<file path="config.mk">
export PLATFORM = sky130hd
export DESIGN_NAME = scl_ram
export DESIGN_NICKNAME = d
export VERILOG_FILES = /design/src/rtl/set_assoc_cache_lookup_assert.svh /design/src/rtl/scl_ram.sv
export SDC_FILE = /design/constraint.sdc
export NUM_CORES = 1
export LEC_CHECK = 0
export ABC_AREA = 1
export ABC_CLOCK_PERIOD_IN_PS = 1700
export BUFFER_PORTS_ARGS = -buffer_cell sky130_fd_sc_hd__buf_2
export CAP_MARGIN = 5
export CORE_UTILIZATION = 43
export DETAILED_ROUTE_END_ITERATION = 16
export GPL_ROUTABILITY_DRIVEN = 0
export MAX_ROUTING_LAYER = met4
export SLEW_MARGIN = 20
export SYNTH_ARGS = -nofsm -noshare
export SYNTH_HDL_FRONTEND = slang
export SYNTH_SLANG_ARGS = --single-unit
</file>
<file path="constraint.sdc">
create_clock -name clock -period 1.7 [get_ports clock]
set_input_delay 0.085 -clock clock [delete_from_list [all_inputs] [get_ports clock]]
set_output_delay 0.085 -clock clock [all_outputs]
set_load 0.02 [all_outputs]
</file>
<file path="src/rtl/set_assoc_cache_lookup_assert.svh">
// Assertion macros for the cache lookup block.
// Each macro takes a label, the clock, the reset, an antecedent and a consequent.
`ifndef SET_ASSOC_CACHE_LOOKUP_ASSERT_SVH
`define SET_ASSOC_CACHE_LOOKUP_ASSERT_SVH
`ifndef SYNTHESIS
`define SCL_ASSERT_NOW(label, clk, rst, ante, cons) \
   label: assert property (@(posedge clk) disable iff (rst) (ante) |-> (cons)) \
      else $error("cache lookup check failed");
`define SCL_ASSERT_NEXT(label, clk, rst, ante, cons) \
   label: assert property (@(posedge clk) disable iff (rst) (ante) |=> (cons)) \
      else $error("cache lookup check failed");
`else
`define SCL_ASSERT_NOW(label, clk, rst, ante, cons)
`define SCL_ASSERT_NEXT(label, clk, rst, ante, cons)
`endif
`endif

</file>
<file path="src/rtl/scl_ram.sv">
`timescale 1ns / 1ps
`default_nettype none
module scl_ram #(
   parameter int WIDTH = 8,
   parameter int DEPTH = 16
) (
   input  wire logic                     clock,
   input  wire logic                     wr_en,
   input  wire logic [$clog2(DEPTH)-1:0] wr_addr,
   input  wire logic [WIDTH-1:0]         wr_data,
   input  wire logic                     rd_en,
   input  wire logic [$clog2(DEPTH)-1:0] rd_addr,
   output logic      [WIDTH-1:0]         rd_data
);
   logic [WIDTH-1:0] mem [DEPTH];
   logic [WIDTH-1:0] rd_data_ff;

   always_ff @(posedge clock) begin
      if (wr_en) begin
         mem[wr_addr] <= wr_data;
      end
      if (rd_en) begin
         rd_data_ff <= mem[rd_addr];
      end
   end

   assign rd_data = rd_data_ff;
endmodule
`default_nettype wire

</file>
==> results of run 1 <==
[power groups by stage]
stage | Sequential [mW] | Combinational [mW] | Clock [mW]
2_1_floorplan | 3.89 | 0.265 | 0
3_3_place_gp | 3.87 | 0.460 | 0
3_5_place_dp | 3.87 | 0.468 | 0
4_1_cts | 3.80 | 0.472 | 3.48
5_1_grt | 3.81 | 0.519 | 3.63
6_report | 3.80 | 0.466 | 3.45
[routing by layer]
layer  up-vias  routed length [µm]
li1       1858                   -
met1      1786                6079
met2       112                6148
met3        21                 651
met4         0                 246
met5         -                   0
[stage by stage]
| stage | area [µm²] | utilization | instances |
|---|---|---|---|
| floorplan | 5847 | - | 551 |
| global placement | 6206 | 0.4686 | 749 |
| detailed placement | 6206 | 0.4686 | 749 |
| CTS | 6753 | 0.5099 | 781 |
| global route | 6753 | 0.5099 | 781 |
| finish | 6753 | 0.5099 | 781 |
[cell type report]
| class | count | area share |
|---|---|---|
| Multi-Input combinational cell | 289 | 0.1797 |
| Clock buffer | 21 | 0.06522 |
| Sequential cell | 136 | 0.6048 |
| Inverter | 102 | 0.05670 |
| Clock inverter | 11 | 0.01575 |
| Timing Repair Buffer | 46 | 0.04521 |
| Tap cell | 176 | 0.03261 |
[cells by family after synthesis]
logic type	after synthesis
and+or+nand+nor	289
DFF	136
buffers and inverters	126
[cells in the mapped netlist (all sizes together)]
library cell	count
edfxtp	136
nand3b	2
inv	102
nor2	17
nand3	97
buf	24
nand2	173
[worst paths after layout]
path                   start         end  slack [ns]  depth (start not counted)
hold / removal         rd_en  rd_data[5]        0.05                          1
setup reg to reg   mem[9][4]  rd_data[4]        0.57                          6
hold reg to reg   mem[12][2]  rd_data[2]        0.75                          6
setup / recovery   mem[9][4]  rd_data[4]        0.57                          6
[registers in the layout (all words and copies together) (netlist names)]
register	count
rd_data	8
mem	128
[worst reg2reg max path, delay by kind of cell, from the launching register on]
kind                   cells  cell delay, ns
flip-flops                 1            0.37
AND/OR/NAND/NOR            5            0.45
buffers and inverters      1            0.06
==> impl_summary.log, run 1 <==
[metrics] outcome: finished, final reports clean
[metrics] post-synthesis cell count: 551
[metrics] final period demand of the worst path: 1.131 ns
[metrics] main area contributors after synthesis: sky130_fd_sc_hd__edfxtp_1 (70%), sky130_fd_sc_hd__nand2_1 (11%), sky130_fd_sc_hd__nand3_1 (8.3%)
[metrics] multiplexer share of the synthesized area: 0
[metrics] Critical Path, Cell by Cell: inv_1 > nand2_1 > nand3_1 > nand3_1 > nand3_1 > nand2_1
[metrics] Crit path max-delay family: simple AND/OR/NAND/NOR gates
[metrics] transition at the pin with the smallest max-transition slack: 0.6281 ns
[metrics] number of unique standard cell types used by synthesis: 11
[metrics] crit path launch type: register
[metrics] switching power as a share of total power: 0.2173
[metrics] Die Ht: 118.6 µm
[metrics] area overhead of the layout relative to synthesis: 15.49%
[metrics] clock tree from TritonCTS: built
[metrics] average footprint of a synthesized cell: 10.61 µm²
[metrics] switching component of the power: 1.677 mW
[metrics] Most Crowded Layer GR: met2
[metrics] combinational share of power: 0.060
[metrics] placement row count: 42
[metrics] number of endpoints failing setup at the final stage: 0
[metrics] area of the placeable core: 13,240 µm²
[metrics] Clock Skews: 0.009103 ns
[metrics] Net Count, Synth: 570
[metrics] antenna diode count: 0
[metrics] Req. time, crit path: 1.87 ns
[metrics] synthesized-area fraction occupied by adder cells: 0
[metrics] post-synthesis sequential area ratio: 0.6985
[metrics] number of DRC violations after detailed routing: 0
[metrics] top-level port count: 27
[metrics] met3 track demand over resource in global routing: 0.03716
[metrics] Final Slew Violations: 0
[metrics] arrival time at the worst endpoint: 1.30 ns
[metrics] clock latency at the later pin of the worst-skew pair: 0.42 ns
[metrics] Die Area: 14,070 µm²
[metrics] total standard cell area after synthesis: 5847 µm²
[metrics] met1 track demand over resource in global routing: 0.2864
[metrics] # port buffers: 26
[metrics] worst hold slack after final layout: 0.05272 ns
[metrics] FF/Latch Area: 4084 µm²
[metrics] Max FO, Critical Path: 1
[metrics] main combinational cell family by area after synthesis: simple AND/OR/NAND/NOR gates
[metrics] Post-Place Setup Slack: 0.3600 ns
[metrics] final setup TNS: 0 ns
[metrics] min-delay worst type: input port to register
[metrics] clock share of power: 0.447
[metrics] wire length per cell: 16.81 µm
[metrics] Final Routed Wirelength: 13,130 µm
[metrics] P_int: 6.043 mW
[metrics] leak pwr: 2.918 nW
[metrics] setup repair after global routing missed its margin: no
[metrics] routed vias/inst: 4.836
[metrics] GRT Total Usage: 0.2083
[metrics] DR pass1 iterations: 5
[metrics] cell repeated most along the worst path: sky130_fd_sc_hd__nand3_1
[metrics] relative max-transition margin: 0.5807
[metrics] number of buffers added for setup after CTS: 0
[metrics] multi-input combinational cell area: 1214 µm²
[metrics] total of hold buffers inserted after clock tree synthesis: 0
[metrics] number of maximum-capacitance constraint violations: 0
[metrics] Worst path slowest cell: sky130_fd_sc_hd__edfxtp_1
[metrics] number of antenna violations at the first check in global routing: 0
[metrics] buffer and inverter count on the worst path: 1
[metrics] portion of total power attributed to sequential cells: 0.493
[metrics] # H-tree levels: 4
[metrics] area fraction in and, or, nand and nor cells after synthesis: 0.2076
[metrics] global routing met2 resource utilization: 0.3114
[metrics] maximum achievable frequency: 884.4 MHz
[metrics] endpoint kind of the worst setup timing path: register
[metrics] largest stage delay on the critical path: 0.37 ns
[metrics] via count of the first global-routing pass: 3,704
[metrics] clock root cell: sky130_fd_sc_hd__clkbuf_16
[metrics] Antenna Violating Nets Remaining: 0
[metrics] number of clock buffers inserted by TritonCTS: 17
[metrics] number of gates resized after cts: 0
[metrics] ratio of final minimum period to clock period: 0.6651
[metrics] First DRT Iteration DRCs: 425
[metrics] fraction of final layout cells with drive strength greater than 1: 0.1223
[metrics] filler instances: 1,199
[metrics] total number of yosys warnings: 0
[metrics] total power: 7.720 mW
[metrics] clock sink count: 136
[metrics] die span in x: 118.6 µm
[metrics] remaining global-route overflow: 0
[metrics] Synth Area in XOR/XNOR: 0
[metrics] highest-count cells in the layout ignoring fill and taps: sky130_fd_sc_hd__nand2_1 (173), sky130_fd_sc_hd__edfxtp_1 (136), sky130_fd_sc_hd__inv_1 (100), sky130_fd_sc_hd__nand3_1 (97), sky130_fd_sc_hd__buf_2 (26)
[metrics] flops & latches, synth: 136
[metrics] first-pass GRT wire length: 20,890 µm
[metrics] power density over the cells: 1143 nW/µm²
[metrics] starting density of the core: 0.4415
[metrics] most common library cell in the layout ignoring fill and taps: sky130_fd_sc_hd__nand2_1
[metrics] biggest area consumer among synthesized cells: sky130_fd_sc_hd__edfxtp_1
[metrics] worst-case clock buffer depth: 2
[metrics] largest net degree at the start of global routing: 65
[metrics] nets: 611
[metrics] number of hold violations in the final report: 0
[metrics] total vias in the final route: 3,777
[metrics] clock transition time at the flip-flop clock pins of the worst setup and hold paths: 0.06 ns
[metrics] start-to-end type of the worst setup path: register to register
[metrics] detailed placement HPWL: 7898 µm
[metrics] post-synth top area share: 0.6985
[metrics] compound-gate portion of the synthesized area: 0
[metrics] final worst setup slack: 0.5693 ns
[metrics] IR Drop Worst-Case VDD: 607.5 µV
Power figures use the tool's default switching activity.
==> inputs of run 2 (changes only) <==
Settings changed: ABC_CLOCK_PERIOD_IN_PS 1700 to 1000.
Clock period 1.7 ns to 1 ns, I/O delays scaled along.
==> run 2 against run 1 <==
Net effect: the flow now finishes with violations (negative setup slack); critical endpoint is now rd_data[5]; setup slack got worse by 0.67 ns; combinational power rose by 110%; global-route usage rose by 1.0 points; clock skew fell by 0.0013 ns; largest cell class unchanged; clock power rose by 120%; die area did not move; critical path depth did not move; routed wire length rose by 5.5%; non-clock buffer count rose by 11; final cell count rose by 1.4%.
==> impl_summary.log, run 2 (synthesized netlist as in run 1, its figures left out) <==
[metrics] nets: 622 (+1.8%)
[metrics] final period demand of the worst path: 1.100 ns (-0.03060 ns)
[metrics] Die Area: 14,070 µm² (unchanged)
[metrics] number of hold violations in the final report: 0 (unchanged)
[metrics] area overhead of the layout relative to synthesis: 25.25%
[metrics] endpoint of the worst register-to-register path: rd_data[5]
[metrics] maximum achievable frequency: 909.0 MHz (+2.8%)
[metrics] antenna diode count: 0 (unchanged)
[metrics] cell repeated most along the worst path: sky130_fd_sc_hd__nand3_1
[metrics] Antenna Violating Nets Remaining: 0 (unchanged)
[metrics] area post-placement: 6351 µm² (+2.3%)
[metrics] largest stage delay on the critical path: 0.38 ns (about the same)
[metrics] number of non-filler instances in the completed layout: 792 (+1.4%)
[metrics] first-pass GRT wire length: 21,700 µm (+3.9%)
[metrics] min-delay worst type: input port to register
[metrics] Final Routed Wirelength: 13,850 µm (+5.5%)
[metrics] Worst path slowest cell: sky130_fd_sc_hd__edfxtp_1
[metrics] flop-to-flop setup slack: -0.10 ns (-0.67 ns)
[metrics] worst-case clock buffer depth: 2 (unchanged)
[metrics] Layout Cell Area excl Fill: 7323 µm² (+8.4%)
[metrics] outcome: finished with violations
[metrics] Reg with most FFs: mem
[metrics] Req. time, crit path: 1.16 ns (-0.71 ns)
[metrics] worst setup path startpoint: mem[15][5]
[metrics] ratio of final minimum period to clock period: 1.100 (+0.4350)
[metrics] # H-tree levels: 4 (unchanged)
[metrics] hold path start: rd_en
[metrics] number of buffers added for setup after CTS: 0 (unchanged)
[metrics] relative max-transition margin: 0.7337 (+0.1530)
[metrics] flip-flop count of the largest register after layout: 128 (unchanged)
[metrics] transition at the pin with the smallest max-transition slack: 0.3995 ns (-0.2286 ns)
[metrics] total vias in the final route: 3,877 (+2.6%)
[metrics] number of clock buffers inserted by TritonCTS: 17 (unchanged)
[metrics] First DRT Iteration DRCs: 381 (-10%)
[metrics] area of the placeable core: 13,240 µm² (unchanged)
[metrics] placement row count: 42 (unchanged)
[metrics] starting density of the core: 0.4415 (unchanged)
[metrics] IR Drop Worst-Case VDD: 1195 µV (+97%)
[metrics] arrival time at the worst endpoint: 1.26 ns (-0.04 ns)
[metrics] total power: 15.16 mW (+96%)
[metrics] violations in the final reports: negative setup slack
[metrics] final setup TNS: -0.7954 ns (-0.7954 ns)
[metrics] Hold EP: rd_data[6]
[metrics] number of maximum-capacitance constraint violations: 0 (unchanged)
[metrics] clock tree from TritonCTS: built
[metrics] clock sink count: 136 (unchanged)
[metrics] Post-Place Setup Slack: -0.2780 ns (-0.6379 ns)
[metrics] number of endpoints failing setup at the final stage: 13 (+13)
[metrics] final worst setup slack: -0.1001 ns (-0.6694 ns)
[metrics] die span in x: 118.6 µm (unchanged)
[metrics] number of antenna violations at the first check in global routing: 0 (unchanged)
[metrics] number of DRC violations after detailed routing: 0 (unchanged)
[metrics] leak pwr: 3.161 nW (+8.3%)
[metrics] Final Slew Violations: 0 (unchanged)
[metrics] Clock Skews: 0.007814 ns (-0.001289 ns)
[metrics] crit path launch type: register
[metrics] DR pass1 iterations: 5 (unchanged)
[metrics] clock root cell: sky130_fd_sc_hd__clkbuf_16
[metrics] endpoint kind of the worst setup timing path: register
[metrics] remaining global-route overflow: 0 (unchanged)
[metrics] Critical Path, Cell by Cell: inv_1 > nand2_1 > nand3_1 > nand3_1 > nand3_1 > nand2_2
[metrics] power density over the cells: 2070 nW/µm² (+81%)
[metrics] setup repair after global routing missed its margin: yes
[metrics] # port buffers: 26 (unchanged)
[metrics] launching point of the worst reg2reg path: mem[15][5]
[metrics] clock latency at the later pin of the worst-skew pair: 0.42 ns (about the same)
[metrics] hold-critical path depth: 1 (unchanged)
[metrics] top-level port count: 27 (unchanged)
[metrics] start-to-end type of the worst setup path: register to register
[metrics] most common library cell in the layout ignoring fill and taps: sky130_fd_sc_hd__nand2_1
[metrics] via count of the first global-routing pass: 3,840 (+3.7%)
[metrics] detailed placement HPWL: 8737 µm (+11%)
[metrics] FF-to-FF path depth: 6 (unchanged)
[metrics] routed vias/inst: 4.895 (+1.2%)
[metrics] Die Ht: 118.6 µm (unchanged)
[metrics] highest-count cells in the layout ignoring fill and taps: sky130_fd_sc_hd__nand2_1 (172), sky130_fd_sc_hd__edfxtp_1 (136), sky130_fd_sc_hd__inv_1 (97), sky130_fd_sc_hd__nand3_1 (59), sky130_fd_sc_hd__nand3_2 (37)
[metrics] Max FO, Critical Path: 1 (unchanged)
[metrics] number of cells after detailed placement: 760 (+1.5%)
[metrics] GRT Total Usage: 0.2184 (+0.01008)
[metrics] clock transition time at the flip-flop clock pins of the worst setup and hold paths: 0.06 ns (about the same)
[metrics] fraction of final layout cells with drive strength greater than 1: 0.2110 (+0.08872)
[metrics] wire length per cell: 17.49 µm (+4.1%)
[metrics] largest net degree at the start of global routing: 62 (-4.6%)
[metrics] filler instances: 1,103 (-8.0%)
==> run 2: changes by cell type in the layout (fill, tap and decap cells not counted), moves of 3 or more <==
cell | previous run | this run
sky130_fd_sc_hd__bufinv_16 | 2 | 9
sky130_fd_sc_hd__buf_12 | 2 | 7
sky130_fd_sc_hd__clkbuf_1 | 4 | 1
sky130_fd_sc_hd__clkinv_2 | 6 | 1
sky130_fd_sc_hd__buf_2 | 26 | 19
sky130_fd_sc_hd__inv_1 | 100 | 97
sky130_fd_sc_hd__inv_2 | 2 | 5
sky130_fd_sc_hd__buf_4 | 18 | 24
sky130_fd_sc_hd__nand3_1 | 97 | 59
sky130_fd_sc_hd__buf_6 | 0 | 7
sky130_fd_sc_hd__nand3_2 | 0 | 37
==> run 2: repair_timing <==
action                                  4_1_cts  5_1_grt
pin swaps                                    22       15
hold endpoints to repair                      0        0
resized for setup                            41       16
endpoints found under the setup margin       16       16
gates cloned                                  0        0
hold buffers                                  0        0
==> run 2: report_power, final <==
part	internal (mW)	total (mW)	switching, mW
combinational	0.333	0.962	0.629
clock	5.41	7.73	2.31
sequential	6.43	6.47	0.0476
total	12.2	15.2	2.99
==> run 2: metal layers <==
layer  routed length (µm)  track usage  up-vias
met4                  314      0.08861        0
met3                  888      0.05261       27
li1                     -            -     1884
met2                 6569       0.3333      129
met1                 6081       0.2805     1837
met5                    0            -        -
==> run 2: worst max-delay path by stage <==
stage	to	cells after the start	slack [ns]
after floorplan	mem[4][0]	2	-0.0008
after global placement	rd_data[1]	8	-0.28
after detailed placement	rd_data[1]	8	-0.28
after CTS	rd_data[1]	1	-0.11
after global routing	rd_data[5]	6	-0.14
final	rd_data[5]	6	-0.10
==> run 2: cell type report <==
type                       count  area [µm²]  share of cell area
clock inverter                14       299.0             0.04083
inverter                     102       382.9             0.05228
clock buffer                  18       429.2             0.05860
tap                          176       220.2             0.03007
sequential                   136        4084              0.5577
multi-input combinational    289        1414              0.1931
timing repair buffer          57       494.2             0.06749
==> run 2: stage by stage <==
stage          hold slack, ns    util
5_1_grt              0.008893  0.5530
3_3_place_gp           0.4269  0.4796
4_1_cts              0.002693  0.5487
6_report              0.01536  0.5530
3_5_place_dp           0.4353  0.4796
2_1_floorplan          0.1489       -
==> run 2: worst max-delay path, delay by kind of cell, from the launching register on <==
family	cells	cell delay (ns)
and+or+nand+nor	5	0.40
DFF	1	0.38
buffers and inverters	1	0.06
