<file path="src/rtl/set_assoc_cache_lookup_assert.svh">
// Assertion macros for the cache lookup block.
// Each macro takes a label, the clock, the reset, an antecedent and a consequent.
`ifndef SET_ASSOC_CACHE_LOOKUP_ASSERT_SVH
`define SET_ASSOC_CACHE_LOOKUP_ASSERT_SVH
`ifndef SYNTHESIS
`define SCL_ASSERT_NOW(label, clk, rst, ante, cons) \
   label: assert property (@(posedge clk) disable iff (rst) (ante) |-> (cons)) \
      else $error("cache lookup check failed");
`define SCL_ASSERT_NEXT(label, clk, rst, ante, cons) \
   label: assert property (@(posedge clk) disable iff (rst) (ante) |=> (cons)) \
      else $error("cache lookup check failed");
`else
`define SCL_ASSERT_NOW(label, clk, rst, ante, cons)
`define SCL_ASSERT_NEXT(label, clk, rst, ante, cons)
`endif
`endif

</file>
<file path="src/rtl/scl_pkg.sv">
`timescale 1ns / 1ps
`default_nettype none
package scl_pkg;
   localparam int ADDR_BITS  = 24;
   localparam int MAX_WAYS   = 16;
   localparam int WAY_W      = 4;
   localparam int CNT_W      = 5;
   localparam int SET_W      = 10;
   localparam int BLOCK_W    = 20;
   localparam int TAG_W      = 20;
   localparam int RANK_W     = 4;
   localparam int ENT_AW     = SET_W + WAY_W;
   localparam int ENT_DEPTH  = 1 << ENT_AW;
   localparam int SEEN_W     = 64;
   localparam int SEEN_BIT_W = 6;
   localparam int SEEN_AW    = BLOCK_W - SEEN_BIT_W;
   localparam int SEEN_DEPTH = 1 << SEEN_AW;
   localparam int CLR_W      = 14;
   localparam int LFSR_W     = 16;
   localparam logic [LFSR_W-1:0] LFSR_SEED = 16'hACE1;
   localparam logic [RANK_W-1:0] RANK_MAX  = 4'd15;

   localparam logic [2:0] CSR_OFFSET_BITS = 3'd0;
   localparam logic [2:0] CSR_SET_BITS    = 3'd1;
   localparam logic [2:0] CSR_WAYS_USED   = 3'd2;
   localparam logic [2:0] CSR_POLICY      = 3'd3;

   localparam logic POLICY_RANDOM = 1'b0;

   typedef enum logic [2:0] {
      ST_CLEAR,
      ST_IDLE,
      ST_SCAN,
      ST_PICK,
      ST_RAND,
      ST_LOAD,
      ST_WRITE,
      ST_DONE
   } state_type;

   typedef struct packed {
      logic              valid;
      logic              dirty;
      logic [RANK_W-1:0] rank;
      logic [TAG_W-1:0]  tag;
   } entry_type;

   localparam int ENTRY_W = $bits(entry_type);

   typedef struct packed {
      logic             clear;
      logic             valid;
      logic [WAY_W-1:0] way;
      logic [TAG_W-1:0] tag;
   } scan_ctrl_type;

   typedef struct packed {
      logic             hit;
      logic [WAY_W-1:0] hit_way;
      logic             inv;
      logic [WAY_W-1:0] inv_way;
      logic [WAY_W-1:0] lru_way;
   } scan_status_type;

   typedef struct packed {
      logic             done;
      logic [WAY_W-1:0] way;
   } vic_status_type;
endpackage
`default_nettype wire

</file>
<file path="src/rtl/scl_way_scan.sv">
`timescale 1ns / 1ps
`default_nettype none
module scl_way_scan import scl_pkg::*; (
   input  wire logic            clock,
   input  wire logic            reset,
   input  wire scan_ctrl_type   ctrl,
   input  wire entry_type       entry,
   output scan_status_type      status
);
   logic             hit_ff, hit_in, inv_ff, inv_in;
   logic [WAY_W-1:0] hit_way_ff, hit_way_in, inv_way_ff, inv_way_in;
   logic [WAY_W-1:0] lru_way_ff, lru_way_in;
   logic [RANK_W-1:0] best_ff, best_in;

   // Compare one way per cycle: first valid match, first invalid, lowest oldest.
   always_comb begin
      hit_in     = hit_ff;
      hit_way_in = hit_way_ff;
      inv_in     = inv_ff;
      inv_way_in = inv_way_ff;
      lru_way_in = lru_way_ff;
      best_in    = best_ff;
      if (ctrl.clear) begin
         hit_in  = 1'b0;
         inv_in  = 1'b0;
         best_in = '0;
      end else if (ctrl.valid) begin
         if (entry.valid && entry.tag == ctrl.tag && !hit_ff) begin
            hit_in     = 1'b1;
            hit_way_in = ctrl.way;
         end
         if (!entry.valid && !inv_ff) begin
            inv_in     = 1'b1;
            inv_way_in = ctrl.way;
         end
         if (ctrl.way == '0 || entry.rank > best_ff) begin
            best_in    = entry.rank;
            lru_way_in = ctrl.way;
         end
      end
   end

   always_ff @(posedge clock) begin
      if (reset) begin
         hit_ff  <= 1'b0;
         inv_ff  <= 1'b0;
         best_ff <= '0;
      end else begin
         hit_ff  <= hit_in;
         inv_ff  <= inv_in;
         best_ff <= best_in;
      end
      hit_way_ff <= hit_way_in;
      inv_way_ff <= inv_way_in;
      lru_way_ff <= lru_way_in;
   end

   assign status.hit     = hit_ff;
   assign status.hit_way = hit_way_ff;
   assign status.inv     = inv_ff;
   assign status.inv_way = inv_way_ff;
   assign status.lru_way = lru_way_ff;
endmodule
`default_nettype wire

</file>
<file path="config.mk">
export PLATFORM = sky130hd
export DESIGN_NAME = scl_way_scan
export DESIGN_NICKNAME = d
export VERILOG_FILES = /design/src/rtl/set_assoc_cache_lookup_assert.svh /design/src/rtl/scl_pkg.sv /design/src/rtl/scl_way_scan.sv
export SDC_FILE = /design/constraint.sdc
export NUM_CORES = 1
export LEC_CHECK = 0
export BUFFER_PORTS_ARGS = -buffer_cell sky130_fd_sc_hd__buf_2
export CAP_MARGIN = 25
export CORE_ASPECT_RATIO = 0.7
export CORE_UTILIZATION = 30
export DETAILED_ROUTE_END_ITERATION = 6
export PLACE_DENSITY = 0.72
export SETUP_SLACK_MARGIN = 0.02
export SLEW_MARGIN = 25
export SYNTH_ARGS = -nofsm -noshare
export SYNTH_HDL_FRONTEND = slang
export SYNTH_SLANG_ARGS = --single-unit
</file>
<file path="constraint.sdc">
create_clock -name clock -period 5 [get_ports clock]
set_input_delay 0.25 -clock clock [delete_from_list [all_inputs] [get_ports clock]]
set_output_delay 0.25 -clock clock [all_outputs]
set_load 0.01 [all_outputs]
</file>
==> impl_metrics.prom, run 1 <==
# TYPE chip_impl_metric gauge
chip_impl_info{name="run_status",value="complete, no violations"} 1
chip_impl_metric{name="post-cts-setup-buffer-count",unit=""} 0
chip_impl_metric{name="worst-endpoint-arrival",unit="ns"} 1.81
chip_impl_metric{name="routed_wire_length_per_instance",unit="um"} 12.0
chip_impl_metric{name="via_count",unit=""} 819
chip_impl_metric{name="max_slew_violation_count",unit=""} 0
chip_impl_metric{name="static_leakage",unit="nW"} 0.602
chip_impl_info{name="timing.rr.start",value="best_ff[1]$_SDFFE_PP0P_"} 1
chip_impl_metric{name="vdd_ir_drop_max",unit="V"} 0.0000790
chip_impl_info{name="grt_setup_unrepaired",value="no"} 1
chip_impl_metric{name="io_pins",unit=""} 68
chip_impl_metric{name="cts_inserted_buffers",unit=""} 3
chip_impl_metric{name="first_pass_grt_wire_length",unit="um"} 3630
chip_impl_metric{name="core",unit="mm^2"} 0.00292
chip_impl_metric{name="final_net_count",unit=""} 207
chip_impl_metric{name="post-route-drc-count",unit=""} 0
chip_impl_info{name="yosysTopAreaCell",value="edfxtp_1"} 1
chip_impl_metric{name="synth.yosys.seq_area_share",unit="%"} 49.9
chip_impl_metric{name="fp.dieArea",unit="mm^2"} 0.00345
chip_impl_metric{name="synth.top_cell.area_share",unit="%"} 37.4
chip_impl_info{name="clock_tree_from_tritoncts",value="done"} 1
chip_impl_metric{name="core.rowCount",unit=""} 16
chip_impl_info{name="clockRootBuffer",value="clkbuf_8"} 1
chip_impl_metric{name="switching_power",unit="uW"} 75.3
chip_impl_metric{name="grt_antenna_before_repair",unit=""} 0
chip_impl_metric{name="cts_num_sinks",unit=""} 18
chip_impl_metric{name="routabilityCongestion",unit=""} 0.690
chip_impl_metric{name="grt_max_degree",unit=""} 11
chip_impl_info{name="cp-start-kind",value="flip-flop"} 1
chip_impl_info{name="yosys-top-cells-area",value="edfxtp_1 37%, dfxtp_1 12%, xor2_1 10%"} 1
chip_impl_metric{name="half_perimeter_wire_length_after_placement",unit="um"} 1900
chip_impl_metric{name="timing.final.ws_setup",unit="ns"} 3.10
chip_impl_metric{name="cts.repair.resized",unit=""} 0
chip_impl_metric{name="vias_per_inst",unit=""} 4.45
chip_impl_metric{name="globalRoute.totalOverflow",unit=""} 0
chip_impl_metric{name="total_inserted_antenna_cells",unit=""} 0
chip_impl_metric{name="syn_avg_cell_area",unit="um^2"} 11.9
chip_impl_metric{name="power_frac_seq",unit="%"} 50.4
chip_impl_metric{name="finalWorstPathRequiredPeriod",unit="ns"} 1.90
chip_impl_metric{name="share_comb_of_total_power",unit="%"} 19.0
chip_impl_metric{name="max-slew-margin-rel",unit="%"} 38.5
chip_impl_info{name="endpoint_type_of_the_worst_setup_path",value="flip-flop"} 1
chip_impl_metric{name="drt_first_iter_violations",unit=""} 28
chip_impl_metric{name="filler_cell_count",unit=""} 294
chip_impl_metric{name="clk-insertion-delay-late",unit="ns"} 0.25
chip_impl_metric{name="clock-skew-final",unit="ns"} 0.00345
chip_impl_metric{name="unique_cell_type_count_in_the_yosys_netlist",unit=""} 23
chip_impl_metric{name="swShare",unit="%"} 23.1
chip_impl_metric{name="cts_htree_levels",unit=""} 1
chip_impl_info{name="critical_path_startpoint",value="best_ff[1]$_SDFFE_PP0P_"} 1
chip_impl_metric{name="cts-root-to-sink-buffers",unit=""} 2
chip_impl_metric{name="timing.critical_path.required",unit="ns"} 4.91
chip_impl_metric{name="port-buffer-count",unit=""} 66
chip_impl_metric{name="clk_transition_reported_paths",unit="ns"} 0.07
chip_impl_info{name="hold_class",value="in -> reg"} 1
chip_impl_metric{name="crit_fanout",unit=""} 5
chip_impl_metric{name="die_height",unit="um"} 49.4
chip_impl_metric{name="cts_hold_buffers",unit=""} 0
chip_impl_metric{name="maximum_clock_rate",unit="MHz"} 526
chip_impl_metric{name="detailedPlace.worstSlack",unit="ns"} 3.10
chip_impl_info{name="synthFlopType",value="edfxtp_1"} 1
chip_impl_metric{name="p_clk_share",unit="%"} 30.6
chip_impl_metric{name="timing.max_cap.violations",unit=""} 0
chip_impl_metric{name="p_per_area",unit="mW/mm^2"} 238
chip_impl_metric{name="synth_seq_cells",unit=""} 18
chip_impl_metric{name="min_period_over_period",unit="%"} 38.0
chip_impl_metric{name="initial_core_util",unit="%"} 33.0
chip_impl_metric{name="final_antenna_net_count",unit=""} 0
chip_impl_metric{name="die_x",unit="um"} 69.7
chip_impl_info{name="critPathKind",value="reg -> reg"} 1
chip_impl_metric{name="internal_power",unit="uW"} 250
chip_impl_metric{name="synthesis.area",unit="um^2"} 963
chip_impl_metric{name="area_delta_synth_final",unit="%"} 41.7
chip_impl_metric{name="syn_inst",unit=""} 81
chip_impl_metric{name="postSynth.asyncResetShare",unit="%"} 0
chip_impl_metric{name="worst_slew_pin_slew",unit="ns"} 0.910
chip_impl_metric{name="synth_edf_count",unit=""} 12
chip_impl_metric{name="setup_viol",unit=""} 0
chip_impl_metric{name="setup-tns-final",unit="ns"} 0
chip_impl_info{name="worst_hold_startpoint",value="ctrl[21]"} 1
chip_impl_metric{name="totalWireLength",unit="um"} 2200
chip_impl_metric{name="drt_pre_antenna_iters",unit=""} 2
chip_impl_metric{name="yosysWarningCount",unit=""} 0
chip_impl_metric{name="vias_in_the_first_global_route",unit=""} 886
chip_impl_metric{name="layout-drive-gt1-share",unit="%"} 48.6
chip_impl_metric{name="globalRouteTotalUtil",unit="%"} 13.7
chip_impl_metric{name="timing_hold_violations_final",unit=""} 0
chip_impl_metric{name="synthesis.nets",unit=""} 139
## critical path: stages, from the launching register on
cell and delay (ns):
dfxtp_1 0.34, inv_1 0.05, ha_1 0.28, nor2b_1 0.13
o211ai_1 0.13, a21oi_4 0.26, nor2b_1 0.37
## layout make-up
| class | instances | area [um^2] | share of cell area (%) |
|---|---|---|---|
| sequential | 18 | 480 | 35.2 |
| multi-input combinational | 54 | 442 | 32.4 |
| timing repair buffer | 66 | 330 | 24.2 |
| tap | 36 | 45.0 | 3.30 |
| clock buffer | 3 | 41.3 | 3.02 |
| inverter | 6 | 22.5 | 1.65 |
| clock inverter | 1 | 3.75 | 0.275 |
## synth_stat cells (2+ instances only)
cell type and number:
ha_1 4, mux2i_1 4, edfxtp_1 12, xnor2_1 9, nor4_1 3, nor2_1 6, inv_1 6, a21oi_1 2
buf_4 2, xor2_1 11, nor2b_1 2, dfxtp_1 6, nand4_1 4
## power by group through the flow
stage / sequential, mW / clock (mW) / combinational [mW]
floorplan: 0.168 / 0 / 0.0288
global placement: 0.167 / 0 / 0.0598
detailed placement: 0.167 / 0 / 0.0623
CTS: 0.164 / 0.104 / 0.0627
global route: 0.164 / 0.110 / 0.0688
finish: 0.164 / 0.0997 / 0.0619
## per-layer routing
layer / vias up / global-route usage [%] / routed length [um]
li1: 418 / - / -
met5: - / 0 / 0
met4: 0 / 5.00 / 14
met2: 31 / 25.2 / 1150
met1: 368 / 13.1 / 851
met3: 2 / 6.82 / 187
## through the flow
step	util, %	hold slack [ns]	std cells	total power [mW]	cell area [um^2]
final	46.7	0.254	184	0.326	1370
after global routing	46.7	0.252	184	0.343	1370
after CTS	46.7	0.251	184	0.331	1370
after detailed placement	45.2	0.456	180	0.230	1320
after global placement	45.2	0.447	180	0.227	1320
after floorplan	-	0.349	81	0.197	963
## sequential cells by signal, summed over array words and instances (netlist names)
register	count
lru_way_ff	4
hit_way_ff	4
inv_ff	1
hit_ff	1
best_ff	4
inv_way_ff	4
## path summary, 6_finish.rpt
path / to / slack [ns] / depth (start not counted)
worst max-delay path: lru_way_ff[0]$_DFFE_PP_ / 3.10 / 6
worst min-delay path: lru_way_ff[1]$_DFFE_PP_ / 0.25 / 1
worst max register to register: lru_way_ff[0]$_DFFE_PP_ / 3.10 / 6
worst min register to register: hit_ff$_SDFFE_PP0P_ / 0.46 / 2
## cell families after synthesis
group           Yosys count  share of synthesized area, %
compound gates            6                          5.32
xor+xnor                 20                          18.2
fa+ha+maj                 4                          5.20
buf+inv                   9                          4.28
flops                    18                          49.9
mux                       4                          4.16
simple gates             20                          13.0
## placed cells by master (no fill, tap or decap), drive strengths merged, types with 2 or more instances in the layout
cell	Yosys	final
edfxtp	12	12
mux2i	4	4
nand4	4	4
inv	6	6
nor2b	2	2
dfxtp	6	6
xnor2	9	9
ha	4	4
nor2	6	6
nor4	4	4
clkbuf	1	3
a21oi	3	3
xor2	11	11
buf	2	66
No activity file was read; power rests on OpenSTA's default activity.
==> run 2, diff against run 1 <==
--- a/config.mk
+++ b/config.mk
@@ -10,7 +10,7 @@
 export CORE_ASPECT_RATIO = 0.7
 export CORE_UTILIZATION = 30
 export DETAILED_ROUTE_END_ITERATION = 6
-export PLACE_DENSITY = 0.72
+export PLACE_DENSITY = 0.74
 export SETUP_SLACK_MARGIN = 0.02
 export SLEW_MARGIN = 25
 export SYNTH_ARGS = -nofsm -noshare
==> constraint.sdc (replaced) <==
create_clock -name clock -period 1.55 [get_ports clock]
set_input_delay 0.0775 -clock clock [delete_from_list [all_inputs] [get_ports clock]]
set_output_delay 0.0775 -clock clock [all_outputs]
set_load 0.01 [all_outputs]
==> impl_metrics.prom, run 2 (same netlist as run 1, synthesis figures left out) <==
# TYPE chip_impl_metric gauge
chip_impl_info{name="crit_chain",value="inv_2, ha_4, nor2b_1, o211ai_1, a21oi_4, nor2b_4"} 1
chip_impl_metric{name="initial_core_util",unit="%"} 33.0
chip_impl_info{name="most-common-layout-cells",value="66 x buf_2, 12 x edfxtp_1, 11 x xor2_1"} 1
chip_impl_metric{name="maximum_clock_rate",unit="MHz"} 619
chip_impl_metric{name="cts_inserted_buffers",unit=""} 3
chip_impl_metric{name="drt_first_iter_violations",unit=""} 17
chip_impl_metric{name="fp.dieArea",unit="mm^2"} 0.00345
chip_impl_metric{name="vias_per_inst",unit=""} 4.44
chip_impl_metric{name="cts_hold_buffers",unit=""} 0
chip_impl_metric{name="post-cts-setup-buffer-count",unit=""} 0
chip_impl_info{name="clock_tree_from_tritoncts",value="done"} 1
chip_impl_metric{name="first_pass_grt_wire_length",unit="um"} 3750
chip_impl_metric{name="timing_hold_violations_final",unit=""} 0
chip_impl_info{name="layout_commonest_cell",value="buf_2"} 1
chip_impl_metric{name="final_antenna_net_count",unit=""} 0
chip_impl_info{name="clockRootBuffer",value="clkbuf_8"} 1
chip_impl_info{name="critPathKind",value="reg -> reg"} 1
chip_impl_metric{name="grt_antenna_before_repair",unit=""} 0
chip_impl_metric{name="timing.max_cap.violations",unit=""} 0
chip_impl_metric{name="cts_htree_levels",unit=""} 1
chip_impl_metric{name="crit_fanout",unit=""} 4
chip_impl_metric{name="half_perimeter_wire_length_after_placement",unit="um"} 1930
chip_impl_metric{name="vias_in_the_first_global_route",unit=""} 834
chip_impl_metric{name="total_inserted_antenna_cells",unit=""} 0
chip_impl_metric{name="timing.critical_path.slowest_cell_delay",unit="ns"} 0.34
chip_impl_metric{name="worst_slew_pin_slew",unit="ns"} 0.349
chip_impl_metric{name="timing.final.ws_setup",unit="ns"} -0.0666
chip_impl_info{name="hold_class",value="in -> reg"} 1
chip_impl_metric{name="layout-drive-gt1-share",unit="%"} 53.0
chip_impl_metric{name="core.rowCount",unit=""} 16
chip_impl_metric{name="routabilityCongestion",unit=""} 0.745
chip_impl_metric{name="placement.cell_area",unit="mm^2"} 0.00135
chip_impl_metric{name="totalWireLength",unit="um"} 2320
chip_impl_metric{name="die_x",unit="um"} 69.7
chip_impl_metric{name="max-slew-margin-rel",unit="%"} 76.4
chip_impl_metric{name="vdd_ir_drop_max",unit="V"} 0.000340
chip_impl_metric{name="clk-insertion-delay-late",unit="ns"} 0.25
chip_impl_metric{name="timing.critical_path.required",unit="ns"} 1.50
chip_impl_metric{name="clock-skew-final",unit="ns"} 0.00710
chip_impl_info{name="cp-start-kind",value="flip-flop"} 1
chip_impl_metric{name="via_count",unit=""} 830
chip_impl_metric{name="setup_viol",unit=""} 8
chip_impl_metric{name="finalWorstPathRequiredPeriod",unit="ns"} 1.62
chip_impl_info{name="run_status",value="complete, but fails checks"} 1
chip_impl_metric{name="max_slew_violation_count",unit=""} 0
chip_impl_metric{name="cts-root-to-sink-buffers",unit=""} 2
chip_impl_metric{name="clk_transition_reported_paths",unit="ns"} 0.07
chip_impl_info{name="endpoint_type_of_the_worst_setup_path",value="flip-flop"} 1
chip_impl_metric{name="static_leakage",unit="nW"} 0.625
chip_impl_metric{name="core",unit="mm^2"} 0.00292
chip_impl_metric{name="drt_pre_antenna_iters",unit=""} 4
chip_impl_metric{name="setup-tns-final",unit="ns"} -0.338
chip_impl_metric{name="grt_max_degree",unit=""} 11
chip_impl_metric{name="p_per_area",unit="mW/mm^2"} 758
chip_impl_info{name="grt_setup_unrepaired",value="yes"} 1
chip_impl_metric{name="final_net_count",unit=""} 210
chip_impl_metric{name="cts_num_sinks",unit=""} 18
chip_impl_metric{name="port-buffer-count",unit=""} 66
chip_impl_metric{name="routed_wire_length_per_instance",unit="um"} 12.4
chip_impl_metric{name="finish.instance_area",unit="mm^2"} 0.00143
chip_impl_metric{name="globalRoute.totalOverflow",unit=""} 0
chip_impl_metric{name="die_height",unit="um"} 49.4
chip_impl_metric{name="io_pins",unit=""} 68
chip_impl_metric{name="post-route-drc-count",unit=""} 0
chip_impl_info{name="crit_slowest_cell",value="dfxtp_2"} 1
chip_impl_metric{name="worst-endpoint-arrival",unit="ns"} 1.57
chip_impl_metric{name="area_delta_synth_final",unit="%"} 47.9
chip_impl_metric{name="min_period_over_period",unit="%"} 104
chip_impl_info{name="violations",value="negative setup slack"} 1
chip_impl_metric{name="globalRouteTotalUtil",unit="%"} 14.0
run 2: final cells by class:
| type | instances | area, um^2 |
|---|---|---|
| well taps | 36 | 45.0 |
| fillers | 284 | 1500 |
| clock buffers | 3 | 41.3 |
| flip-flops and latches | 18 | 482 |
| clock inverters | 1 | 3.75 |
| inverters | 6 | 22.5 |
| repair buffers | 69 | 357 |
| multi-input cells | 54 | 474 |
run 2: repair_timing:
action / in CTS / in global routing
setup endpoints to repair: 8 / 8
gates resized for setup: 3 / 1
pin swaps: 2 / 2
run 2: layer usage:
layer	up-vias	global-route usage, %	routed length [um]
met1	373	15.5	988
met5	-	0	0
li1	421	-	-
met4	0	3.00	9
met2	34	26.1	1160
met3	2	4.96	163
run 2: power breakdown:
group / internal (mW) / switching, mW / total (mW) / leakage, nW
registers: 0.525 / 0.00427 / 0.529 / 0.159
clock network: 0.176 / 0.157 / 0.333 / 0.0231
logic: 0.118 / 0.0990 / 0.217 / 0.443
total: 0.819 / 0.260 / 1.08 / 0.625
run 2: path summary, 6_finish.rpt:
path                                         startpoint                       to  slack, ns  cells after the start
worst max-delay path            best_ff[1]$_SDFFE_PP0P_  lru_way_ff[0]$_DFFE_PP_      -0.07                      6
worst min-delay path                           ctrl[21]  hit_way_ff[1]$_DFFE_PP_       0.07                      1
worst max register to register  best_ff[1]$_SDFFE_PP0P_  lru_way_ff[0]$_DFFE_PP_      -0.07                      6
worst min register to register      hit_ff$_SDFFE_PP0P_      hit_ff$_SDFFE_PP0P_       0.47                      2
run 2: stage by stage:
| stage | hold slack [ns] | worst slack [ns] | std cells | power [mW] | util, % |
|---|---|---|---|---|---|
| after floorplan | 0.176 | -0.0203 | 81 | 0.639 | - |
| after global placement | 0.329 | 0.00749 | 183 | 0.740 | 46.2 |
| after detailed placement | 0.338 | -0.0393 | 183 | 0.749 | 46.2 |
| after CTS | 0.0710 | -0.0296 | 187 | 1.08 | 48.3 |
| after global routing | 0.0635 | -0.104 | 187 | 1.13 | 48.8 |
| final | 0.0699 | -0.0666 | 187 | 1.08 | 48.8 |
run 2: critical path, delay by kind of cell (launching register included):
| kind | cells | cell delay [ns] |
|---|---|---|
| flops | 1 | 0.34 |
| simple gates | 2 | 0.34 |
| buf+inv | 1 | 0.04 |
| compound gates | 2 | 0.34 |
| fa+ha+maj | 1 | 0.25 |
