### src/rtl/set_assoc_cache_lookup_assert.svh
// Assertion macros for the cache lookup block.
// Each macro takes a label, the clock, the reset, an antecedent and a consequent.
`ifndef SET_ASSOC_CACHE_LOOKUP_ASSERT_SVH
`define SET_ASSOC_CACHE_LOOKUP_ASSERT_SVH
`ifndef SYNTHESIS
`define SCL_ASSERT_NOW(label, clk, rst, ante, cons) \
   label: assert property (@(posedge clk) disable iff (rst) (ante) |-> (cons)) \
      else $error("cache lookup check failed");
`define SCL_ASSERT_NEXT(label, clk, rst, ante, cons) \
   label: assert property (@(posedge clk) disable iff (rst) (ante) |=> (cons)) \
      else $error("cache lookup check failed");
`else
`define SCL_ASSERT_NOW(label, clk, rst, ante, cons)
`define SCL_ASSERT_NEXT(label, clk, rst, ante, cons)
`endif
`endif

### src/rtl/scl_pkg.sv
`timescale 1ns / 1ps
`default_nettype none
package scl_pkg;
   localparam int ADDR_BITS  = 24;
   localparam int MAX_WAYS   = 16;
   localparam int WAY_W      = 4;
   localparam int CNT_W      = 5;
   localparam int SET_W      = 10;
   localparam int BLOCK_W    = 20;
   localparam int TAG_W      = 20;
   localparam int RANK_W     = 4;
   localparam int ENT_AW     = SET_W + WAY_W;
   localparam int ENT_DEPTH  = 1 << ENT_AW;
   localparam int SEEN_W     = 64;
   localparam int SEEN_BIT_W = 6;
   localparam int SEEN_AW    = BLOCK_W - SEEN_BIT_W;
   localparam int SEEN_DEPTH = 1 << SEEN_AW;
   localparam int CLR_W      = 14;
   localparam int LFSR_W     = 16;
   localparam logic [LFSR_W-1:0] LFSR_SEED = 16'hACE1;
   localparam logic [RANK_W-1:0] RANK_MAX  = 4'd15;

   localparam logic [2:0] CSR_OFFSET_BITS = 3'd0;
   localparam logic [2:0] CSR_SET_BITS    = 3'd1;
   localparam logic [2:0] CSR_WAYS_USED   = 3'd2;
   localparam logic [2:0] CSR_POLICY      = 3'd3;

   localparam logic POLICY_RANDOM = 1'b0;

   typedef enum logic [2:0] {
      ST_CLEAR,
      ST_IDLE,
      ST_SCAN,
      ST_PICK,
      ST_RAND,
      ST_LOAD,
      ST_WRITE,
      ST_DONE
   } state_type;

   typedef struct packed {
      logic              valid;
      logic              dirty;
      logic [RANK_W-1:0] rank;
      logic [TAG_W-1:0]  tag;
   } entry_type;

   localparam int ENTRY_W = $bits(entry_type);

   typedef struct packed {
      logic             clear;
      logic             valid;
      logic [WAY_W-1:0] way;
      logic [TAG_W-1:0] tag;
   } scan_ctrl_type;

   typedef struct packed {
      logic             hit;
      logic [WAY_W-1:0] hit_way;
      logic             inv;
      logic [WAY_W-1:0] inv_way;
      logic [WAY_W-1:0] lru_way;
   } scan_status_type;

   typedef struct packed {
      logic             done;
      logic [WAY_W-1:0] way;
   } vic_status_type;
endpackage
`default_nettype wire

### src/rtl/scl_victim_unit.sv
`timescale 1ns / 1ps
`default_nettype none
module scl_victim_unit import scl_pkg::*; (
   input  wire logic             clock,
   input  wire logic             reset,
   input  wire logic             start,
   input  wire logic [CNT_W-1:0] nways,
   output vic_status_type        status
);
   logic [LFSR_W-1:0] lfsr_ff, lfsr_in, div_ff, div_in, lfsr_next;
   logic [CNT_W-1:0]  rem_ff, rem_in, step_ff, step_in, rem_s;
   logic              busy_ff, busy_in, done_ff, done_in;

   assign lfsr_next = {lfsr_ff[0] ^ lfsr_ff[2] ^ lfsr_ff[3] ^ lfsr_ff[5], lfsr_ff[LFSR_W-1:1]};

   // Step the LFSR, then take the remainder by the way count one bit a cycle.
   always_comb begin
      lfsr_in = lfsr_ff;
      div_in  = div_ff;
      rem_in  = rem_ff;
      step_in = step_ff;
      busy_in = busy_ff;
      done_in = 1'b0;
      rem_s   = {rem_ff[CNT_W-2:0], div_ff[LFSR_W-1]};
      if (rem_s >= nways) begin
         rem_s = rem_s - nways;
      end
      if (start) begin
         lfsr_in = lfsr_next;
         div_in  = lfsr_next;
         rem_in  = '0;
         step_in = '0;
         busy_in = 1'b1;
      end else if (busy_ff) begin
         rem_in  = rem_s;
         div_in  = {div_ff[LFSR_W-2:0], 1'b0};
         step_in = step_ff + CNT_W'(1);
         if (step_ff == CNT_W'(LFSR_W - 1)) begin
            busy_in = 1'b0;
            done_in = 1'b1;
         end
      end
   end

   always_ff @(posedge clock) begin
      if (reset) begin
         lfsr_ff <= LFSR_SEED;
         busy_ff <= 1'b0;
         done_ff <= 1'b0;
      end else begin
         lfsr_ff <= lfsr_in;
         busy_ff <= busy_in;
         done_ff <= done_in;
      end
      div_ff  <= div_in;
      rem_ff  <= rem_in;
      step_ff <= step_in;
   end

   assign status.done = done_ff;
   assign status.way  = rem_ff[WAY_W-1:0];
endmodule
`default_nettype wire

### config.mk
export PLATFORM = sky130hd
export DESIGN_NAME = scl_victim_unit
export DESIGN_NICKNAME = d
export VERILOG_FILES = /design/src/rtl/set_assoc_cache_lookup_assert.svh /design/src/rtl/scl_pkg.sv /design/src/rtl/scl_victim_unit.sv
export SDC_FILE = /design/constraint.sdc
export NUM_CORES = 1
export LEC_CHECK = 0
export BUFFER_PORTS_ARGS = -buffer_cell sky130_fd_sc_hd__buf_4
export CAP_MARGIN = 20
export CORE_MARGIN = 2
export CORE_UTILIZATION = 39
export CTS_CLUSTER_DIAMETER = 120
export DETAILED_ROUTE_END_ITERATION = 6
export GPL_TIMING_DRIVEN = 0
export MAX_ROUTING_LAYER = met4
export PLACE_DENSITY_LB_ADDON = 0.1
export RECOVER_POWER = 50
export SLEW_MARGIN = 20
export SYNTH_ARGS = -nofsm -noshare
export SYNTH_HDL_FRONTEND = slang
export SYNTH_SLANG_ARGS = --single-unit
export TNS_END_PERCENT = 1
### constraint.sdc
create_clock -name clock -period 1.9 [get_ports clock]
set_input_delay 0.19 -clock clock [delete_from_list [all_inputs] [get_ports clock]]
set_output_delay 0.19 -clock clock [all_outputs]
set_load 0.05 [all_outputs]
==> results.sh, run 1 <==
export IMPL_fill_cells=484
export IMPL_drt_wl_total_mm=3.54
export IMPL_grt_use_total_pct=15.6
export IMPL_wl_met1_mm=1.68
export IMPL_dr_total_vias=1293
export IMPL_clk_latency_ps=290
export IMPL_power_density_nw_per_um2=911
export IMPL_hp_class="input port to flip-flop"
export IMPL_highest_layer="met4"
export IMPL_crit_fanout=6
export IMPL_vias_per_cell=5.11
export IMPL_antenna_found_initial=0
export IMPL_synthFlopType="dfxtp_1"
export IMPL_drc_errors=0
export IMPL_cts_tree="built"
export IMPL_yosysUniqueCellTypes=34
export IMPL_portBuffers=11
export IMPL_wl_per_cell_um=14.0
export IMPL_fin_tns_setup_ps=0
export IMPL_clkTransAtPathRegs_ps=80
export IMPL_core_area_um2=4660
export IMPL_synthXorXnorAreaFrac_pct=3.78
export IMPL_drtIter0Drc=21
export IMPL_finalCritPeriodShare_pct=90.9
export IMPL_die_y_um=73.0
export IMPL_holdWs_ps=321
export IMPL_hold_violations=0
export IMPL_drv_cap=0
export IMPL_synth_simple_gate_area_share_pct=12.1
export IMPL_grt_pass1_wl_mm=6.02
export IMPL_setup_viol=0
export IMPL_worstSetupStartpointType="flip-flop"
export IMPL_dp_hpwl_mm=2.48
export IMPL_dr_pass1_iters=4
export IMPL_clock_sinks=43
export IMPL_synth_cells=179
export IMPL_synth_seq_cells=43
export IMPL_worst_setup_path_type="flip-flop to flip-flop"
export IMPL_areaGrowthSynthToFinish_pct=12.5
export IMPL_synth_largest_area_cell="dfxtp_1"
export IMPL_rsz0062_at_grt="no"
export IMPL_gp_congestion=0.808
export IMPL_synth_top_family_by_area="compound AO/OA/AOI/OAI gates"
export IMPL_syn_cell_area_um2=1850
export IMPL_chipWidth_um=73.0
export IMPL_antenna_left=0
export IMPL_syn_nets=195
export IMPL_route_met2_wl_mm=1.68
export IMPL_rows=25
export IMPL_crit_required_ps=2090
export IMPL_synthMostInstantiatedCell="dfxtp_1"
export IMPL_drv_slew=0
export IMPL_grt_ovfl_total=0
export IMPL_max_freq_mhz=579
export IMPL_htreeDepth=2
export IMPL_end_kind="flip-flop"
export IMPL_avgSynthCellArea_um2=10.4
export IMPL_synth_top_area_share_pct=29.1
export IMPL_clockRootBuffer="clkbuf_8"
export IMPL_synth_warnings=0
export IMPL_synth_common_cells="dfxtp_1 (27), nand2_1 (21), inv_1 (18)"
export IMPL_grt_pass1_vias=1249
export IMPL_cts_buffers=5
export IMPL_status="finished, final reports clean"
export IMPL_skew_ps=4.61
export IMPL_leakage_nw=0.857
export IMPL_peakVddDrop_mv=0.419
export IMPL_die_area_um2=5320
export IMPL_maxSlewHeadroom_pct=59.6
export IMPL_async_reset_ff_share_pct=0
export IMPL_synth_seq_area_share_pct=55.1
export IMPL_synth_compound_area_share_pct=15.5
export IMPL_synthMuxAreaShare_pct=1.62
export IMPL_met3WireLength_um=126
export IMPL_worst_pin_slew_ps=608
export IMPL_ios=13
export IMPL_layout_drive_gt1_share_pct=10.1
export IMPL_synth_adder_area_share_pct=5.80
export IMPL_n_antenna_cell=0
export IMPL_grt_max_degree=17
export IMPL_cts_buffer_depth=2
export IMPL_initial_utilization_pct=39.8
export IMPL_crit_arrival_ps=1920
export IMPL_synth_edf_count=16
export IMPL_period_minus_slack_ps=1730
export IMPL_synth_area_leaders="dfxtp_1 (29%), edfxtp_1 (26%), ha_1 (4.7%)"
export IMPL_nets=214
## power breakdown
group / switching [mW] / internal (mW)
registers: 0.0350 / 1.04
logic: 0.166 / 0.109
clock network: 0.291 / 0.261
## final timing paths
path              depth (start not counted)  slack, ps         from           to
setup reg to reg                          7        170   div_ff[15]    rem_ff[0]
hold / removal                            3        320        start    rem_ff[0]
setup / recovery                          7        170   div_ff[15]    rem_ff[0]
hold reg to reg                           1        460  lfsr_ff[11]  lfsr_ff[11]
## logic make-up (layout without fill, tap and decap cells)
| group | count (synthesis) | after routing |
|---|---|---|
| buf+inv | 29 | 49 |
| fa+ha+maj | 8 | 8 |
| xor+xnor | 8 | 8 |
| mux | 3 | 3 |
| compound gates | 42 | 42 |
| simple gates | 46 | 46 |
| flops | 43 | 43 |
## layout by cell type, fill, tap and decap left out, types with 3 or more instances in the layout
master,n
dfxtp_1,24
and2_0,3
nor2_1,8
dfxtp_2,3
mux2i_1,3
a211oi_1,3
clkbuf_1,16
edfxtp_1,16
o21ai_0,10
inv_1,18
a211o_1,7
a21oi_1,10
ha_1,6
buf_4,7
xor2_1,6
a21o_1,6
clkbuf_8,5
and2_1,4
nand2_1,21
## area by class of cell
type	instances	area [um^2]	share of cell area [%]
Clock buffer	8	80.1	3.84
Timing Repair Buffer	12	67.6	3.24
Inverter	18	67.6	3.24
Buffer	11	46.3	2.22
Sequential cell	43	1020	49.1
Tap cell	54	67.6	3.24
Multi-Input combinational cell	107	732	35.1
## flip-flops by register name, indices dropped and copies added (netlist names)
signal	cells
lfsr_ff	16
busy_ff	1
step_ff	5
rem_ff	4
div_ff	16
done_ff	1
## worst max-delay path, cell delays in order, from the launching register on
cell	delay, ps
edfxtp_1	360
inv_1	80
ha_1	230
nor2b_1	110
o21a_1	170
o21ai_4	100
or4b_1	480
o311ai_1	90
## routing by layer
layer | global-route usage, % | vias up
met4 | 6.17 | 0
li1 | - | 647
met3 | 4.28 | 4
met5 | - | -
met2 | 24.3 | 18
met1 | 19.2 | 624
## stage by stage
step           power (mW)  util [%]  cells  area [um^2]  worst slack, ps
2_1_floorplan        1.29         -    179         1860             46.6
3_3_place_gp         1.36      43.1    244         2010              127
3_5_place_dp         1.37      43.1    244         2010              113
4_1_cts              1.94      44.8    252         2090             89.1
5_1_grt              2.00      44.8    253         2090             31.5
6_report             1.90      44.8    253         2090              174
## timing repair
item	in CTS	in global routing
hold endpoints to repair	0	0
hold buffers	0	0
setup buffers	0	1
gates resized for setup	0	1
setup endpoints to repair	0	1
No activity file was read; power rests on OpenSTA's default activity.
==> run 2, diff against run 1 <==
--- a/config.mk
+++ b/config.mk
@@ -5,12 +5,12 @@
 export SDC_FILE = /design/constraint.sdc
 export NUM_CORES = 1
 export LEC_CHECK = 0
-export BUFFER_PORTS_ARGS = -buffer_cell sky130_fd_sc_hd__buf_4
 export CAP_MARGIN = 20
 export CORE_MARGIN = 2
 export CORE_UTILIZATION = 39
 export CTS_CLUSTER_DIAMETER = 120
 export DETAILED_ROUTE_END_ITERATION = 6
+export DONT_BUFFER_PORTS = 1
 export GPL_TIMING_DRIVEN = 0
 export MAX_ROUTING_LAYER = met4
 export PLACE_DENSITY_LB_ADDON = 0.1
==> run 2 against run 1 <==
Compared with the run above:
- power up 0.68%
- register-to-register slack worse by 120 ps
- largest cell class unchanged
- via count down 3.4%
- die area unchanged
- worst setup slack worse by 120 ps
- sequential power about the same
- hold slack worse by 200 ps
- sequential share of layout area up 1.0 points
- non-clock buffer count down 10
- routed wire length up 1.1%
- critical path depth down 1
==> results.sh, run 2 (synthesis gave the netlist of run 1 again) <==
export IMPL_crit_cells=6
export IMPL_r2r_end="rem_ff[0]"
export IMPL_power_density_nw_per_um2=928
export IMPL_cp_slowest_cell="or4b_4"
export IMPL_drc_errors=0
export IMPL_cts_buffers=5
export IMPL_dr_pass1_iters=4
export IMPL_final_common_cell="dfxtp_1"
export IMPL_setup_viol=0
export IMPL_worstRegToRegCells=6
export IMPL_final_setup_worst_slack_ps=56.2
export IMPL_cts_buffer_depth=2
export IMPL_worst_hold_path_endpoint="rem_ff[0]"
export IMPL_worstSetupStartpointType="flip-flop"
export IMPL_drv_slew=0
export IMPL_slowest_delay_ps=500
export IMPL_holdWs_ps=122
export IMPL_antenna_found_initial=0
export IMPL_p_total_mw=1.91
export IMPL_crit_arrival_ps=2040
export IMPL_layout_cells_non_filler=243
export IMPL_peakVddDrop_mv=0.613
export IMPL_r2r_start="rem_ff[1]"
export IMPL_vias_per_cell=5.14
export IMPL_rows=25
export IMPL_gp_congestion=0.811
export IMPL_worst_setup_path_type="flip-flop to flip-flop"
export IMPL_grt_max_degree=17
export IMPL_grt_pass1_wl_mm=5.66
export IMPL_worst_pin_slew_ps=592
export IMPL_ios=13
export IMPL_drtIter0Drc=70
export IMPL_dp_cells=233
export IMPL_finalInstanceArea_um2=2060
export IMPL_areaGrowthSynthToFinish_pct=11.1
export IMPL_worst_hold_path_num_cells=2
export IMPL_clock_sinks=43
export IMPL_grt_ovfl_total=0
export IMPL_grt_pass1_vias=1242
export IMPL_skew_ps=7.45
export IMPL_final_cell_mix="dfxtp_1 (23), nand2_1 (21), inv_1 (18), edfxtp_1 (16)"
export IMPL_drv_cap=0
export IMPL_cpLargestDelayFamily="compound AO/OA/AOI/OAI gates"
export IMPL_wl_per_cell_um=14.7
export IMPL_final_util_pct=44.2
export IMPL_largestRegisters="div_ff: 16 flops, lfsr_ff: 16 flops, step_ff: 5 flops"
export IMPL_leakage_nw=0.835
export IMPL_finalCritPeriodShare_pct=97.0
export IMPL_clkTransAtPathRegs_ps=80
export IMPL_end_kind="flip-flop"
export IMPL_dp_hpwl_mm=2.38
export IMPL_initial_utilization_pct=39.8
export IMPL_status="finished, final reports clean"
export IMPL_htreeDepth=2
export IMPL_grt_use_met1_pct=18.1
export IMPL_clockRootBuffer="clkbuf_8"
export IMPL_rsz0062_at_grt="no"
export IMPL_cts_tree="built"
export IMPL_hold_violations=0
export IMPL_crit_required_ps=2100
export IMPL_gr_usage_met3_pct=5.25
export IMPL_portBuffers=0
export IMPL_place_ws_ps=-102
export IMPL_period_minus_slack_ps=1840
export IMPL_n_antenna_cell=0
export IMPL_ctsHoldBuffers=0
export IMPL_drt_wl_total_mm=3.58
export IMPL_fin_tns_setup_ps=0
export IMPL_clk_latency_ps=290
export IMPL_maxSlewHeadroom_pct=60.7
export IMPL_crit_buf_inv=0
export IMPL_worstPathCellList="ha_4, a21oi_4, o21a_1, o21ai_4, or4b_4, o311ai_2"
export IMPL_dr_total_vias=1249
export IMPL_nets=204
export IMPL_chipWidth_um=73.0
export IMPL_core_area_um2=4660
export IMPL_reg2reg_setup_slack_ps=60
export IMPL_die_y_um=73.0
export IMPL_hp_class="input port to flip-flop"
export IMPL_worstHoldStart="start"
export IMPL_grt_use_total_pct=14.7
export IMPL_layout_drive_gt1_share_pct=10.6
export IMPL_max_freq_mhz=542
export IMPL_use_met2_pct=22.6
export IMPL_crit_fanout=5
export IMPL_grt_busiest_layer="met2"
export IMPL_die_area_um2=5320
export IMPL_antenna_left=0
export IMPL_place_area_um2=1930
run 2: worst max-delay path by stage:
stage               startpoint        end  slack, ps
finish               rem_ff[1]  rem_ff[0]         60
floorplan            rem_ff[1]  rem_ff[0]         50
CTS                  rem_ff[1]  rem_ff[0]         40
detailed placement   rem_ff[1]  rem_ff[0]       -100
global placement     rem_ff[1]  rem_ff[0]        -80
global route         rem_ff[1]  rem_ff[0]          2
run 2: cell type report:
class                           instances  area, um^2
Inverter                               18        67.6
Multi-Input combinational cell        107         753
Timing Repair Buffer                    2        15.0
Fill cell                             477        2600
Sequential cell                        43        1030
Tap cell                               54        67.6
Clock buffer                            7        76.3
Buffer                                 11        42.5
Clock inverter                          1        5.00
run 2: repair_timing:
action	4_1_cts	5_1_grt
setup buffers	0	2
pin swaps	0	3
endpoints found under the setup margin	1	1
gates resized for setup	4	5
run 2: routing by layer:
metal / wire, um / part of all wire, %
met1: 1770 / 50
met2: 1610 / 45
met3: 143 / 4.0
met4: 48 / 1.3
met5: 0 / 0
run 2: power by group:
group	switching (mW)	internal, mW
logic	0.142	0.110
clock network	0.302	0.258
registers	0.0633	1.04
==> run 3, diff against run 2 <==
--- a/config.mk
+++ b/config.mk
@@ -7,7 +7,7 @@
 export LEC_CHECK = 0
 export CAP_MARGIN = 20
 export CORE_MARGIN = 2
-export CORE_UTILIZATION = 39
+export CORE_UTILIZATION = 55
 export CTS_CLUSTER_DIAMETER = 120
 export DETAILED_ROUTE_END_ITERATION = 6
 export DONT_BUFFER_PORTS = 1
@@ -15,6 +15,7 @@
 export MAX_ROUTING_LAYER = met4
 export PLACE_DENSITY_LB_ADDON = 0.1
 export RECOVER_POWER = 50
+export SETUP_SLACK_MARGIN = 0.1
 export SLEW_MARGIN = 20
 export SYNTH_ARGS = -nofsm -noshare
 export SYNTH_HDL_FRONTEND = slang
==> run 3 against run 2 <==
Compared with the run above:
- hold slack worse by 96 ps
- cell count fell by 3.3%
- maximum frequency grew 2.8%
- via count increased by 2.2%
- sequential power hardly changed
- routed wire length shrank 6.9%
- clock power down 24%
- count of clock-buffer cells in the layout increased by 1
- sequential share of layout area grew 1.4 points
- worst setup slack better by 51 ps
- first-iteration DRC count decreased by 13%
- critical path type unchanged
- critical endpoint unchanged
- largest power group unchanged
- highest routed layer unchanged
==> results.sh, run 3 (synthesis gave the netlist of run 1 again) <==
export IMPL_status="finished, final reports clean"
export IMPL_areaGrowthSynthToFinish_pct=8.03
export IMPL_dr_pass1_iters=4
export IMPL_worstRegToRegCells=6
export IMPL_final_common_cell="dfxtp_1"
export IMPL_finalInstanceArea_um2=2000
export IMPL_cp_slowest_cell="dfxtp_4"
export IMPL_sw_frac_of_total_pct=27.0
export IMPL_r2r_end="rem_ff[0]"
export IMPL_rsz0062_at_grt="yes"
export IMPL_leakage_nw=0.818
export IMPL_worstPathCellList="ha_4, a21oi_2, o21a_1, o21ai_4, or4b_1, o311ai_1"
export IMPL_reg2reg_setup_slack_ps=110
export IMPL_worst_pin_slew_ps=533
export IMPL_register_area_um2=1030
export IMPL_n_antenna_cell=0
export IMPL_ctsHoldBuffers=0
export IMPL_worst_setup_path_type="flip-flop to flip-flop"
export IMPL_dp_cells=225
export IMPL_worst_hold_path_num_cells=2
export IMPL_crit_arrival_ps=2060
export IMPL_p_int_mw=1.29
export IMPL_crit_fanout=6
export IMPL_nets=204
export IMPL_multi_input_area_um2=734
export IMPL_ios=13
export IMPL_dp_hpwl_mm=2.26
export IMPL_seqPwrFrac_pct=62.4
export IMPL_slowest_delay_ps=490
export IMPL_antenna_left=0
export IMPL_drv_cap=0
export IMPL_max_freq_mhz=558
export IMPL_place_ws_ps=44.5
export IMPL_skew_ps=21.0
export IMPL_worstSetupStartpointType="flip-flop"
export IMPL_hold_violations=0
export IMPL_clock_sinks=43
export IMPL_drc_errors=0
export IMPL_layout_drive_gt1_share_pct=8.99
export IMPL_grt_pass1_vias=1295
export IMPL_maxSlewHeadroom_pct=64.4
export IMPL_end_kind="flip-flop"
export IMPL_final_cell_mix="dfxtp_1 (23), nand2_1 (21), inv_1 (18), edfxtp_1 (16)"
export IMPL_cpLargestDelayFamily="compound AO/OA/AOI/OAI gates"
export IMPL_rows=21
export IMPL_place_area_um2=1920
export IMPL_clkTransAtPathRegs_ps=130
export IMPL_worstHoldStart="start"
export IMPL_grt_pass1_wl_mm=5.53
export IMPL_grt_max_degree=17
export IMPL_drtIter0Drc=61
export IMPL_core_area_um2=3280
export IMPL_combPwrFrac_pct=13.5
export IMPL_chipWidth_um=62.1
export IMPL_antenna_found_initial=0
export IMPL_wl_per_cell_um=14.2
export IMPL_grt_ovfl_total=0
export IMPL_vias_per_cell=5.43
export IMPL_p_total_mw=1.77
export IMPL_die_area_um2=3850
export IMPL_r2r_start="rem_ff[1]"
export IMPL_period_minus_slack_ps=1790
export IMPL_power_share_clock_pct=24.1
export IMPL_final_setup_worst_slack_ps=107
export IMPL_fill_cells=300
export IMPL_setup_viol=0
export IMPL_finalCritPeriodShare_pct=94.4
export IMPL_crit_buf_inv=0
export IMPL_worst_hold_path_endpoint="rem_ff[0]"
export IMPL_gp_congestion=0.820
export IMPL_holdWs_ps=26.7
export IMPL_cts_buffers=5
export IMPL_clk_latency_ps=350
export IMPL_fin_tns_setup_ps=0
export IMPL_p_switching_uw=478
export IMPL_peakVddDrop_mv=0.542
export IMPL_cts_buffer_depth=2
export IMPL_grt_use_total_pct=20.9
export IMPL_clockRootBuffer="clkbuf_4"
export IMPL_htreeDepth=2
export IMPL_drv_slew=0
export IMPL_power_density_nw_per_um2=882
export IMPL_dr_total_vias=1276
export IMPL_cts_tree="built"
export IMPL_drt_wl_total_mm=3.33
export IMPL_initial_utilization_pct=56.5
export IMPL_hp_class="input port to flip-flop"
export IMPL_crit_cells=6
export IMPL_crit_required_ps=2160
export IMPL_largestRegisters="div_ff: 16 flops, lfsr_ff: 16 flops, step_ff: 5 flops"
export IMPL_portBuffers=0
export IMPL_layout_cells_non_filler=235
export IMPL_final_util_pct=61.0
export IMPL_die_y_um=62.1
-- run 3: worst max-delay path by stage --
stage	startpoint	endpoint	slack [ps]
2_1_floorplan	rem_ff[1]	rem_ff[0]	140
3_3_place_gp	rem_ff[1]	rem_ff[0]	60
3_5_place_dp	rem_ff[1]	rem_ff[0]	40
4_1_cts	busy_ff	div_ff[5]	100
5_1_grt	rem_ff[1]	rem_ff[0]	10
6_report	rem_ff[1]	rem_ff[0]	110
-- run 3: area by class of cell --
class | instances | share of cell area, %
buffer | 11 | 2.31
clock buffer | 8 | 2.44
inverter | 18 | 3.37
multi-input combinational | 107 | 36.7
sequential | 43 | 51.6
tap | 46 | 2.87
timing repair buffer | 2 | 0.750
-- run 3: routing by layer --
layer  global-route usage [%]  vias up  routed length (um)
li1                         -      627                   -
met3                     4.76        6                 141
met1                     23.0      613                1450
met2                     36.0       30                1690
met5                        -        -                   0
met4                     9.12        0                  48
-- run 3: power groups by stage --
stage                     sequential [mW]  clock, mW  combinational (mW)
after CTS                            1.10      0.439               0.238
after floorplan                      1.11          0               0.180
after global routing                 1.11      0.472               0.269
after global placement               1.12          0               0.214
after detailed placement             1.12          0               0.224
final                                1.10      0.427               0.238
-- run 3: worst reg2reg max path: stages (launching register included) --
cell and delay, ps:
dfxtp_4 490, ha_4 240, a21oi_2 150, o21a_1 190
o21ai_4 90, or4b_1 470, o311ai_1 80
-- run 3: what timing repair did --
action,in CTS,in global routing
setup buffers,2,0
gates cloned,0,0
setup endpoints to repair,6,18
resized for setup,3,1
endpoints found under the hold margin,0,0
pin swaps,2,0
